<file path="src/design/vsfe_pkg.sv">
// Shared widths, face codes and command types of the voxel slab face emitter.
`default_nettype none
package vsfe_pkg;

	localparam int MAX_DIM  = 256;
	localparam int COORD_W  = 8;
	localparam int COLOR_W  = 8;
	localparam int MASK_W   = 6;
	localparam int Z_W      = 9;
	localparam int KIND_W   = 3;
	localparam int SIDE_N   = 4;

	// z range ends here; a voxel arriving at this z is dropped
	localparam logic [Z_W:0] Z_LIMIT = (Z_W + 1)'(255 + MAX_DIM);

	localparam int MASK_TOP_BIT = 4;
	localparam int MASK_BOT_BIT = 5;

	localparam logic [KIND_W-1:0] FACE_TOP    = 3'd0;
	localparam logic [KIND_W-1:0] FACE_XN     = 3'd1;
	localparam logic [KIND_W-1:0] FACE_XP     = 3'd2;
	localparam logic [KIND_W-1:0] FACE_YN     = 3'd3;
	localparam logic [KIND_W-1:0] FACE_YP     = 3'd4;
	localparam logic [KIND_W-1:0] FACE_BOTTOM = 3'd5;

	// slot order of one command: top, sides of the closed run, sides of the
	// final run, bottom
	localparam int N_SLOTS  = 10;
	localparam int SLOT_W   = 4;
	localparam logic [SLOT_W-1:0] SLOT_TOP = 4'd0;
	localparam logic [SLOT_W-1:0] SLOT_A0  = 4'd1;
	localparam logic [SLOT_W-1:0] SLOT_A3  = 4'd4;
	localparam logic [SLOT_W-1:0] SLOT_B0  = 4'd5;
	localparam logic [SLOT_W-1:0] SLOT_B3  = 4'd8;

	localparam int Q_DEPTH = 4;
	localparam int Q_AW    = 2;

	typedef struct packed {
		logic [N_SLOTS-1:0] slots;
		logic [COORD_W-1:0] x;
		logic [COORD_W-1:0] y;
		logic [COORD_W-1:0] top_z;
		logic [COLOR_W-1:0] top_color;
		logic [Z_W-1:0]     a_z;
		logic [Z_W-1:0]     a_h;
		logic [COLOR_W-1:0] a_color;
		logic [Z_W-1:0]     b_z;
		logic [Z_W-1:0]     b_h;
		logic [COLOR_W-1:0] b_color;
		logic [Z_W-1:0]     bot_z;
		logic [COLOR_W-1:0] bot_color;
	} face_cmd_t;

	typedef struct packed {
		logic      valid;
		face_cmd_t cmd;
	} q_push_t;

	typedef struct packed {
		logic full;
		logic avail;
	} q_stat_t;

endpackage
`default_nettype wire

</file>
<file path="src/design/vsfe_front.sv">
// Front end: slab and run tracking, one face command per voxel that has faces.
`default_nettype none
module vsfe_front (
	input  wire logic                          clk,
	input  wire logic                          arst_n,
	input  wire logic                          in_valid,
	output logic                               in_stall,
	input  wire logic [vsfe_pkg::COORD_W-1:0]  column_x,
	input  wire logic [vsfe_pkg::COORD_W-1:0]  column_y,
	input  wire logic [vsfe_pkg::COORD_W-1:0]  slab_top,
	input  wire logic [vsfe_pkg::COLOR_W-1:0]  voxel_color,
	input  wire logic [vsfe_pkg::MASK_W-1:0]   face_mask,
	input  wire logic                          first_voxel,
	input  wire logic                          last_voxel,
	input  wire vsfe_pkg::q_stat_t             q_stat,
	output vsfe_pkg::q_push_t                  push
);
	import vsfe_pkg::*;

	logic [COORD_W-1:0] slab_x_q, slab_y_q, nx_x, nx_y;
	logic [MASK_W-1:0]  slab_mask_q, nx_mask;
	logic [Z_W-1:0]     run_start_q, next_z_q, nx_rs, nx_nz;
	logic [COLOR_W-1:0] run_color_q, nx_rc;
	logic               in_slab_q, nx_in;
	logic               live, top_en, bot_en, accept;
	logic [SIDE_N-1:0]  a_mask, b_mask;
	face_cmd_t          cmd;

	assign in_stall = q_stat.full;
	assign accept   = in_valid && !q_stat.full;

	always_comb begin
		nx_x    = slab_x_q;
		nx_y    = slab_y_q;
		nx_mask = slab_mask_q;
		nx_rs   = run_start_q;
		nx_rc   = run_color_q;
		nx_nz   = next_z_q;
		nx_in   = in_slab_q;
		live    = 1'b0;
		top_en  = 1'b0;
		bot_en  = 1'b0;
		a_mask  = '0;
		b_mask  = '0;
		if (first_voxel) begin
			live    = 1'b1;
			nx_in   = 1'b1;
			nx_x    = column_x;
			nx_y    = column_y;
			nx_mask = face_mask;
			nx_rs   = {1'b0, slab_top};
			nx_rc   = voxel_color;
			nx_nz   = {1'b0, slab_top} + 9'd1;
			top_en  = face_mask[MASK_TOP_BIT];
		end else if (in_slab_q) begin
			live = 1'b1;
			if ({1'b0, next_z_q} < Z_LIMIT) begin
				if (voxel_color != run_color_q) begin
					a_mask = slab_mask_q[SIDE_N-1:0];
					nx_rs  = next_z_q;
					nx_rc  = voxel_color;
				end
				nx_nz = next_z_q + 9'd1;
			end
		end
		if (live && last_voxel) begin
			b_mask = nx_mask[SIDE_N-1:0];
			bot_en = nx_mask[MASK_BOT_BIT];
			nx_in  = 1'b0;
		end

		cmd.slots     = {bot_en, b_mask, a_mask, top_en};
		cmd.x         = nx_x;
		cmd.y         = nx_y;
		cmd.top_z     = slab_top;
		cmd.top_color = voxel_color;
		cmd.a_z       = run_start_q;
		cmd.a_h       = next_z_q - run_start_q;
		cmd.a_color   = run_color_q;
		cmd.b_z       = nx_rs;
		cmd.b_h       = nx_nz - nx_rs;
		cmd.b_color   = nx_rc;
		cmd.bot_z     = nx_nz;
		cmd.bot_color = nx_rc;
	end

	assign push.valid = accept && (|cmd.slots);
	assign push.cmd   = cmd;

	always_ff @(posedge clk or negedge arst_n) begin
		if (!arst_n) begin
			slab_x_q    <= '0;
			slab_y_q    <= '0;
			slab_mask_q <= '0;
			run_start_q <= '0;
			run_color_q <= '0;
			next_z_q    <= '0;
			in_slab_q   <= 1'b0;
		end else if (accept) begin
			slab_x_q    <= nx_x;
			slab_y_q    <= nx_y;
			slab_mask_q <= nx_mask;
			run_start_q <= nx_rs;
			run_color_q <= nx_rc;
			next_z_q    <= nx_nz;
			in_slab_q   <= nx_in;
		end
	end

endmodule
`default_nettype wire

</file>
<file path="src/design/vsfe_queue.sv">
// Short command queue between front end and face sequencer.
`default_nettype none
module vsfe_queue (
	input  wire logic                clk,
	input  wire logic                arst_n,
	input  wire vsfe_pkg::q_push_t   push,
	input  wire logic                pop,
	output vsfe_pkg::q_stat_t        q_stat,
	output vsfe_pkg::face_cmd_t      head
);
	import vsfe_pkg::*;

	face_cmd_t         mem_q [Q_DEPTH];
	logic [Q_AW-1:0]   wr_ptr_q, rd_ptr_q;
	logic [Q_AW:0]     count_q;
	logic              do_push, do_pop;

	assign q_stat.full  = (count_q == (Q_AW + 1)'(Q_DEPTH));
	assign q_stat.avail = (count_q != '0);
	assign head         = mem_q[rd_ptr_q];
	assign do_push      = push.valid && !q_stat.full;
	assign do_pop       = pop && q_stat.avail;

	always_ff @(posedge clk) begin
		if (do_push) begin
			mem_q[wr_ptr_q] <= push.cmd;
		end
	end

	always_ff @(posedge clk or negedge arst_n) begin
		if (!arst_n) begin
			wr_ptr_q <= '0;
			rd_ptr_q <= '0;
			count_q  <= '0;
		end else begin
			if (do_push) begin
				wr_ptr_q <= wr_ptr_q + 1'b1;
			end
			if (do_pop) begin
				rd_ptr_q <= rd_ptr_q + 1'b1;
			end
			case ({do_push, do_pop})
				2'b10: begin
					count_q <= count_q + 1'b1;
				end
				2'b01: begin
					count_q <= count_q - 1'b1;
				end
				default: begin
					count_q <= count_q;
				end
			endcase
		end
	end

endmodule
`default_nettype wire

</file>
<file path="src/design/vsfe_back.sv">
// Face sequencer: walks one command's slots, one face per cycle unless stalled.
`default_nettype none
module vsfe_back (
	input  wire logic                          clk,
	input  wire logic                          arst_n,
	input  wire vsfe_pkg::q_stat_t             q_stat,
	input  wire vsfe_pkg::face_cmd_t           head,
	output logic                               pop,
	output logic                               out_valid,
	input  wire logic                          out_stall,
	output logic [vsfe_pkg::KIND_W-1:0]        face_kind,
	output logic [vsfe_pkg::COORD_W-1:0]       face_x,
	output logic [vsfe_pkg::COORD_W-1:0]       face_y,
	output logic [vsfe_pkg::Z_W-1:0]           face_z,
	output logic [vsfe_pkg::Z_W-1:0]           face_height,
	output logic [vsfe_pkg::COLOR_W-1:0]       face_color,
	output logic                               last_of_item
);
	import vsfe_pkg::*;

	face_cmd_t           cur_q;
	logic [N_SLOTS-1:0]  pend_q, pend_clr;
	logic [SLOT_W-1:0]   sel;
	logic                have, out_free, adv;
	logic [KIND_W-1:0]   kind_d;
	logic [Z_W-1:0]      z_d, h_d;
	logic [COLOR_W-1:0]  color_d;

	logic                out_valid_q, last_q;
	logic [KIND_W-1:0]   kind_q;
	logic [COORD_W-1:0]  x_q, y_q;
	logic [Z_W-1:0]      z_q, h_q;
	logic [COLOR_W-1:0]  color_q;

	// lowest pending slot goes first
	always_comb begin
		sel = '0;
		for (int i = N_SLOTS - 1; i >= 0; i--) begin
			if (pend_q[i]) begin
				sel = SLOT_W'(i);
			end
		end
		pend_clr      = pend_q;
		pend_clr[sel] = 1'b0;
	end

	always_comb begin
		if (sel == SLOT_TOP) begin
			kind_d  = FACE_TOP;
			z_d     = {1'b0, cur_q.top_z};
			h_d     = '0;
			color_d = cur_q.top_color;
		end else if (sel <= SLOT_A3) begin
			kind_d  = FACE_XN + KIND_W'(sel - SLOT_A0);
			z_d     = cur_q.a_z;
			h_d     = cur_q.a_h;
			color_d = cur_q.a_color;
		end else if (sel <= SLOT_B3) begin
			kind_d  = FACE_XN + KIND_W'(sel - SLOT_B0);
			z_d     = cur_q.b_z;
			h_d     = cur_q.b_h;
			color_d = cur_q.b_color;
		end else begin
			kind_d  = FACE_BOTTOM;
			z_d     = cur_q.bot_z;
			h_d     = '0;
			color_d = cur_q.bot_color;
		end
	end

	assign have     = |pend_q;
	assign out_free = !out_valid_q || !out_stall;
	assign adv      = have && out_free;
	assign pop      = q_stat.avail && (!have || (adv && (pend_clr == '0)));

	always_ff @(posedge clk) begin
		if (pop) begin
			cur_q <= head;
		end
		if (adv) begin
			kind_q  <= kind_d;
			x_q     <= cur_q.x;
			y_q     <= cur_q.y;
			z_q     <= z_d;
			h_q     <= h_d;
			color_q <= color_d;
			last_q  <= (pend_clr == '0);
		end
	end

	always_ff @(posedge clk or negedge arst_n) begin
		if (!arst_n) begin
			pend_q      <= '0;
			out_valid_q <= 1'b0;
		end else begin
			if (pop) begin
				pend_q <= head.slots;
			end else if (adv) begin
				pend_q <= pend_clr;
			end
			if (out_free) begin
				out_valid_q <= adv;
			end
		end
	end

	assign out_valid    = out_valid_q;
	assign face_kind    = kind_q;
	assign face_x       = x_q;
	assign face_y       = y_q;
	assign face_z       = z_q;
	assign face_height  = h_q;
	assign face_color   = color_q;
	assign last_of_item = last_q;

endmodule
`default_nettype wire

</file>
<file path="src/design/voxel_slab_face_emitter.sv">
// Top level of the voxel slab face emitter: front end, command queue, face sequencer.
//
//  channel | beat                                   | handshake
//  --------+----------------------------------------+--------------------
//  voxel   | column_x/y, slab_top, voxel_color,     | in_valid, in_stall
//          | face_mask, first_voxel, last_voxel     |
//  face    | face_kind/x/y/z/height/color,          | out_valid, out_stall
//          | last_of_item                           |
//
// Cycles: the front end takes one voxel beat per cycle while the 4-entry
//   command queue has room; the face sequencer sends one face per cycle while
//   out_stall is low, and a voxel yields 0 to 9 faces.
// Path: queue, sequencer command register, then output register.
// Reset: arst_n clears slab tracking, queue pointers and output valid; no
//   memory, no clearing pass.
// Stalls: out_stall holds the output register; the sequencer and then the
//   queue fill up, and in_stall rises only once the queue is full.
`default_nettype none
module voxel_slab_face_emitter (
	input  wire logic                          clk,
	input  wire logic                          arst_n,
	input  wire logic                          in_valid,
	output logic                               in_stall,
	input  wire logic [vsfe_pkg::COORD_W-1:0]  column_x,
	input  wire logic [vsfe_pkg::COORD_W-1:0]  column_y,
	input  wire logic [vsfe_pkg::COORD_W-1:0]  slab_top,
	input  wire logic [vsfe_pkg::COLOR_W-1:0]  voxel_color,
	input  wire logic [vsfe_pkg::MASK_W-1:0]   face_mask,
	input  wire logic                          first_voxel,
	input  wire logic                          last_voxel,
	output logic                               out_valid,
	input  wire logic                          out_stall,
	output logic [vsfe_pkg::KIND_W-1:0]        face_kind,
	output logic [vsfe_pkg::COORD_W-1:0]       face_x,
	output logic [vsfe_pkg::COORD_W-1:0]       face_y,
	output logic [vsfe_pkg::Z_W-1:0]           face_z,
	output logic [vsfe_pkg::Z_W-1:0]           face_height,
	output logic [vsfe_pkg::COLOR_W-1:0]       face_color,
	output logic                               last_of_item
);
	import vsfe_pkg::*;

	q_push_t   push;
	q_stat_t   q_stat;
	face_cmd_t head;
	logic      pop;

	// front end: tracks the open slab and run, one command per voxel with faces
	vsfe_front u_front (
		.clk         (clk),
		.arst_n      (arst_n),
		.in_valid    (in_valid),
		.in_stall    (in_stall),
		.column_x    (column_x),
		.column_y    (column_y),
		.slab_top    (slab_top),
		.voxel_color (voxel_color),
		.face_mask   (face_mask),
		.first_voxel (first_voxel),
		.last_voxel  (last_voxel),
		.q_stat      (q_stat),
		.push        (push)
	);

	// decouples voxel intake from face output
	vsfe_queue u_queue (
		.clk    (clk),
		.arst_n (arst_n),
		.push   (push),
		.pop    (pop),
		.q_stat (q_stat),
		.head   (head)
	);

	// back end: expands a command into its faces, output register included
	vsfe_back u_back (
		.clk          (clk),
		.arst_n       (arst_n),
		.q_stat       (q_stat),
		.head         (head),
		.pop          (pop),
		.out_valid    (out_valid),
		.out_stall    (out_stall),
		.face_kind    (face_kind),
		.face_x       (face_x),
		.face_y       (face_y),
		.face_z       (face_z),
		.face_height  (face_height),
		.face_color   (face_color),
		.last_of_item (last_of_item)
	);

`ifndef NO_ASSERTIONS
	// front end never pushes a command into a full queue
	a_no_overflow: assert property (@(posedge clk) disable iff (!arst_n)
		push.valid |-> !q_stat.full)
		else $error("command pushed into full queue");

	// sequencer never pops an empty queue
	a_no_underflow: assert property (@(posedge clk) disable iff (!arst_n)
		pop |-> q_stat.avail)
		else $error("pop from empty queue");

	// top and bottom faces are planes: no height
	a_plane_height: assert property (@(posedge clk) disable iff (!arst_n)
		out_valid && (face_kind == FACE_TOP || face_kind == FACE_BOTTOM)
		|-> face_height == '0)
		else $error("top or bottom face with nonzero height");

	// voxel side stalls only when the queue is full
	a_stall_full: assert property (@(posedge clk) disable iff (!arst_n)
		in_stall |-> q_stat.full)
		else $error("input stalled with room in queue");
`endif

endmodule
`default_nettype wire
</file>
<file path="config.mk">
export PLATFORM = sky130hd
export DESIGN_NAME = voxel_slab_face_emitter
export DESIGN_NICKNAME = d
export VERILOG_FILES = /design/src/design/vsfe_pkg.sv /design/src/design/vsfe_front.sv /design/src/design/vsfe_queue.sv /design/src/design/vsfe_back.sv /design/src/design/voxel_slab_face_emitter.sv
export SDC_FILE = /design/constraint.sdc
export NUM_CORES = 1
export LEC_CHECK = 0
export BUFFER_PORTS_ARGS = -buffer_cell sky130_fd_sc_hd__buf_2
export CORE_AREA = 2 2 181 254
export CTS_CLUSTER_SIZE = 14
export DETAILED_ROUTE_END_ITERATION = 8
export DIE_AREA = 0 0 183 256
export PLACE_DENSITY = 0.74
export SLEW_MARGIN = 20
export SYNTH_ARGS = -nofsm -noshare
export SYNTH_HDL_FRONTEND = slang
export SYNTH_SLANG_ARGS = --single-unit
</file>
<file path="constraint.sdc">
create_clock -name clk -period 4.8 [get_ports clk]
set_clock_uncertainty 0.05 [all_clocks]
set_input_delay 0.72 -clock clk [delete_from_list [all_inputs] [get_ports clk]]
set_output_delay 0.72 -clock clk [all_outputs]
set_load 0.05 [all_outputs]
</file>
==> metrics <==
# hold bufs at CTS=0; Worst-Skew Late Latency=590 ps; main combinational cell family by area after synthesis=multiplexers; first-pass GRT wire length=73700 um; Cell Count, Final, Fillers Out=1994; top cells by area, synth=edfxtp_1, mux4_2, dfrtp_1; Filler Cell Count=3112; final setup vio count=0; Placed Cells=1892; setup tns final=0 ps; top post-synthesis cells by count=edfxtp_1, mux4_2, dfrtp_1, mux2_2, nand2_1; count of input and output buffers=91; syn avg cell area=19.2 um2; Worst Hold Margin=107 ps; fin nets=1455; Tcrit/Tclk final=0.812; wire per inst=23.9 um; top-count cell post-synth=edfxtp_1; DRC=0; area of the multi-input gates=5700 um2; register area share after synthesis=0.751; GRT Resource Usage Total=0.208; vias in the first global route=12700; Synth async-reset ratio=0.107; post-route ant nets=0; Die ar.=46800 um2; PD cells=697 nW/um2; H-tree levels=2; crit end category=flop; post-layout instance area=27300 um2; Area Growth Syn to Fin=12.8%; synth warn=0; post-synthesis cell type count=54; worst-margin pin slew=959 ps; clock slew at reported path FFs=60 ps; post-synthesis instance area=24200 um2; clock sink total=617; Worst Path Buf+Inv=1; root buffer cell=clkbuf_16; Area after DPL=25600 um2; Synth Area in XOR/XNOR=0.0155; Worst EP arrival=4140 ps; crit start category=flop; GRT overflow=0; VDD IR-drop max=440 uV; RSZ-0062 raised after global routing=no; EDFF count, synth=551; FF/Latch Area=18200 um2; hold crit path type=input pin to asynchronous set/reset pin; Die Ht=256 um; Ant. Diodes=0; gp weighted congestion=0.876; share of cells above drive strength 1=0.264; final hold violations=0; Leak=9.37 nW; Core Area=44700 um2; largest net degree at the start of global routing=105; initial core utilization=0.543; post-cts repair resize count=0; utilization after layout=0.612; drt total wl=47600 um; total nets after synthesis=1332; pre-CTS setup slack=508 ps; slew margin rel.=0.354; Max stage delay on crit path=460 ps; Cell Rows=92; CP required=5040 ps; Top Family by Delay on Critical Path=compound AO/OA/AOI/OAI gates; final setup margin=903 ps; CTS tree=built; area share of the largest cell type after synthesis=0.682; clk buf depth=3; I/O pin cnt=92; ys flop type=edfxtp_1; Max Cap Viol=0; status=complete, no violations; leading area contributor after synthesis=edfxtp_1; worst-path maximum fanout=7; DR iter-0 viols=1019; initial antenna violation count=1; hpwl dp=29000 um; Synth Area in Compound Gates=0.0391; CP dominant cell by count=xnor2_1; Max Clock Freq=257 MHz; fin. max-slew vios=0; Post-Synthesis Cells=1262; total number of vias=11900; post-layout min period=3900 ps; mux contribution to synthesized area=0.132; post-CTS repair timing setup buffer count=0; post-synthesis adder-cell area fraction=0.0148; Num CTS Buffers=55; Power Total=19.1 mW; post-synthesis simple-gate area fraction=0.0319; FF+latch count, synth=617; Via density=5.96; CP max stage cell=dfrtp_1; type of the worst setup path=flop to flop; CP Cell Sequence=xnor2_1 -> nand4_1 -> o21ai_2 -> nand2_1 -> a31oi_1 -> ha_1 -> inv_1 -> fa_1 -> a21o_1 -> a21oi_1 -> o21ai_0 -> o41ai_1 -> xnor2_1 -> xnor2_1; die width=183 um; First-pass DRT Iterations=5
## cell type report
| type | instances | area share |
|---|---|---|
| Clock buffer | 84 | 0.0576 |
| Multi-Input combinational cell | 548 | 0.209 |
| Tap cell | 564 | 0.0258 |
| Inverter | 43 | 0.00599 |
| Sequential cell | 617 | 0.666 |
| Clock inverter | 18 | 0.00599 |
| Timing Repair Buffer | 120 | 0.0302 |
## kinds of logic (layout without fill, tap and decap cells)
family,Yosys count,count (layout)
flops,617,617
mux,183,183
simple gates,159,159
compound gates,136,136
buf+inv,97,265
xor+xnor,43,43
fa+ha+maj,27,27
## registers in the layout (all words and copies together) (netlist names), 3 cells and up
name / count
u_back.cur_q: 93
u_back.face_color: 8
u_back.face_height: 9
u_back.face_kind: 3
u_back.face_x: 8
u_back.face_y: 8
u_back.face_z: 9
u_back.pend_q: 10
u_front.next_z_q: 9
u_front.run_color_q: 8
u_front.run_start_q: 9
u_front.slab_mask_q: 5
u_front.slab_x_q: 8
u_front.slab_y_q: 8
u_queue.count_q: 3
u_queue.mem_q: 412
## routing by layer
layer	up-vias	wire length, um	track usage
met1	6168	18500	0.265
li1	5264	-	-
met5	-	13	0
met4	2	1230	0.0638
met2	380	25300	0.370
met3	73	2500	0.0309
## final timing paths
| path | start | end | slack (ps) | cells past startpoint |
|---|---|---|---|---|
| setup / recovery | u_front.run_color_q[5] | u_queue.mem_q[1][33] | 900 | 14 |
| hold / removal | arst_n | u_front.run_color_q[2] | 110 | 1 |
| setup reg to reg | u_front.run_color_q[5] | u_queue.mem_q[1][33] | 900 | 14 |
| hold reg to reg | u_back.cur_q[98] | u_back.face_x[5] | 370 | 0 |
| max in group asynchronous | arst_n | u_front.next_z_q[8] | 3710 | 2 |
| min in group clk | last_voxel | u_front.in_slab_q | 340 | 2 |
## power by group
| part | leakage, nW | switching [mW] | total, mW | internal, mW |
|---|---|---|---|---|
| combinational | 2.66 | 3.70 | 5.93 | 2.23 |
| sequential | 5.87 | 0.691 | 8.92 | 8.23 |
| clock | 0.844 | 1.84 | 4.21 | 2.37 |
## layout by cell type, fill, tap and decap left out, types with 6 or more instances in the layout
| master | instances |
|---|---|
| a21o_1 | 6 |
| a22o_1 | 13 |
| a221oi_1 | 11 |
| inv_1 | 41 |
| mux4_2 | 103 |
| buf_2 | 90 |
| or3_1 | 6 |
| nand2_1 | 55 |
| clkbuf_8 | 9 |
| a21oi_1 | 13 |
| buf_12 | 12 |
| clkinv_1 | 8 |
| nand2b_1 | 6 |
| nor2b_1 | 8 |
| ha_1 | 23 |
| nand3_1 | 8 |
| clkbuf_16 | 55 |
| mux2_2 | 60 |
| clkbuf_1 | 20 |
| nor2_1 | 36 |
| o21a_1 | 7 |
| nor3_1 | 13 |
| buf_4 | 18 |
| xnor2_1 | 29 |
| edfxtp_1 | 551 |
| and2_1 | 6 |
| o21ai_0 | 37 |
| a22oi_1 | 26 |
| xor2_1 | 14 |
| dfrtp_1 | 64 |
| mux2i_1 | 20 |
No activity file was read; power rests on OpenSTA's default activity.
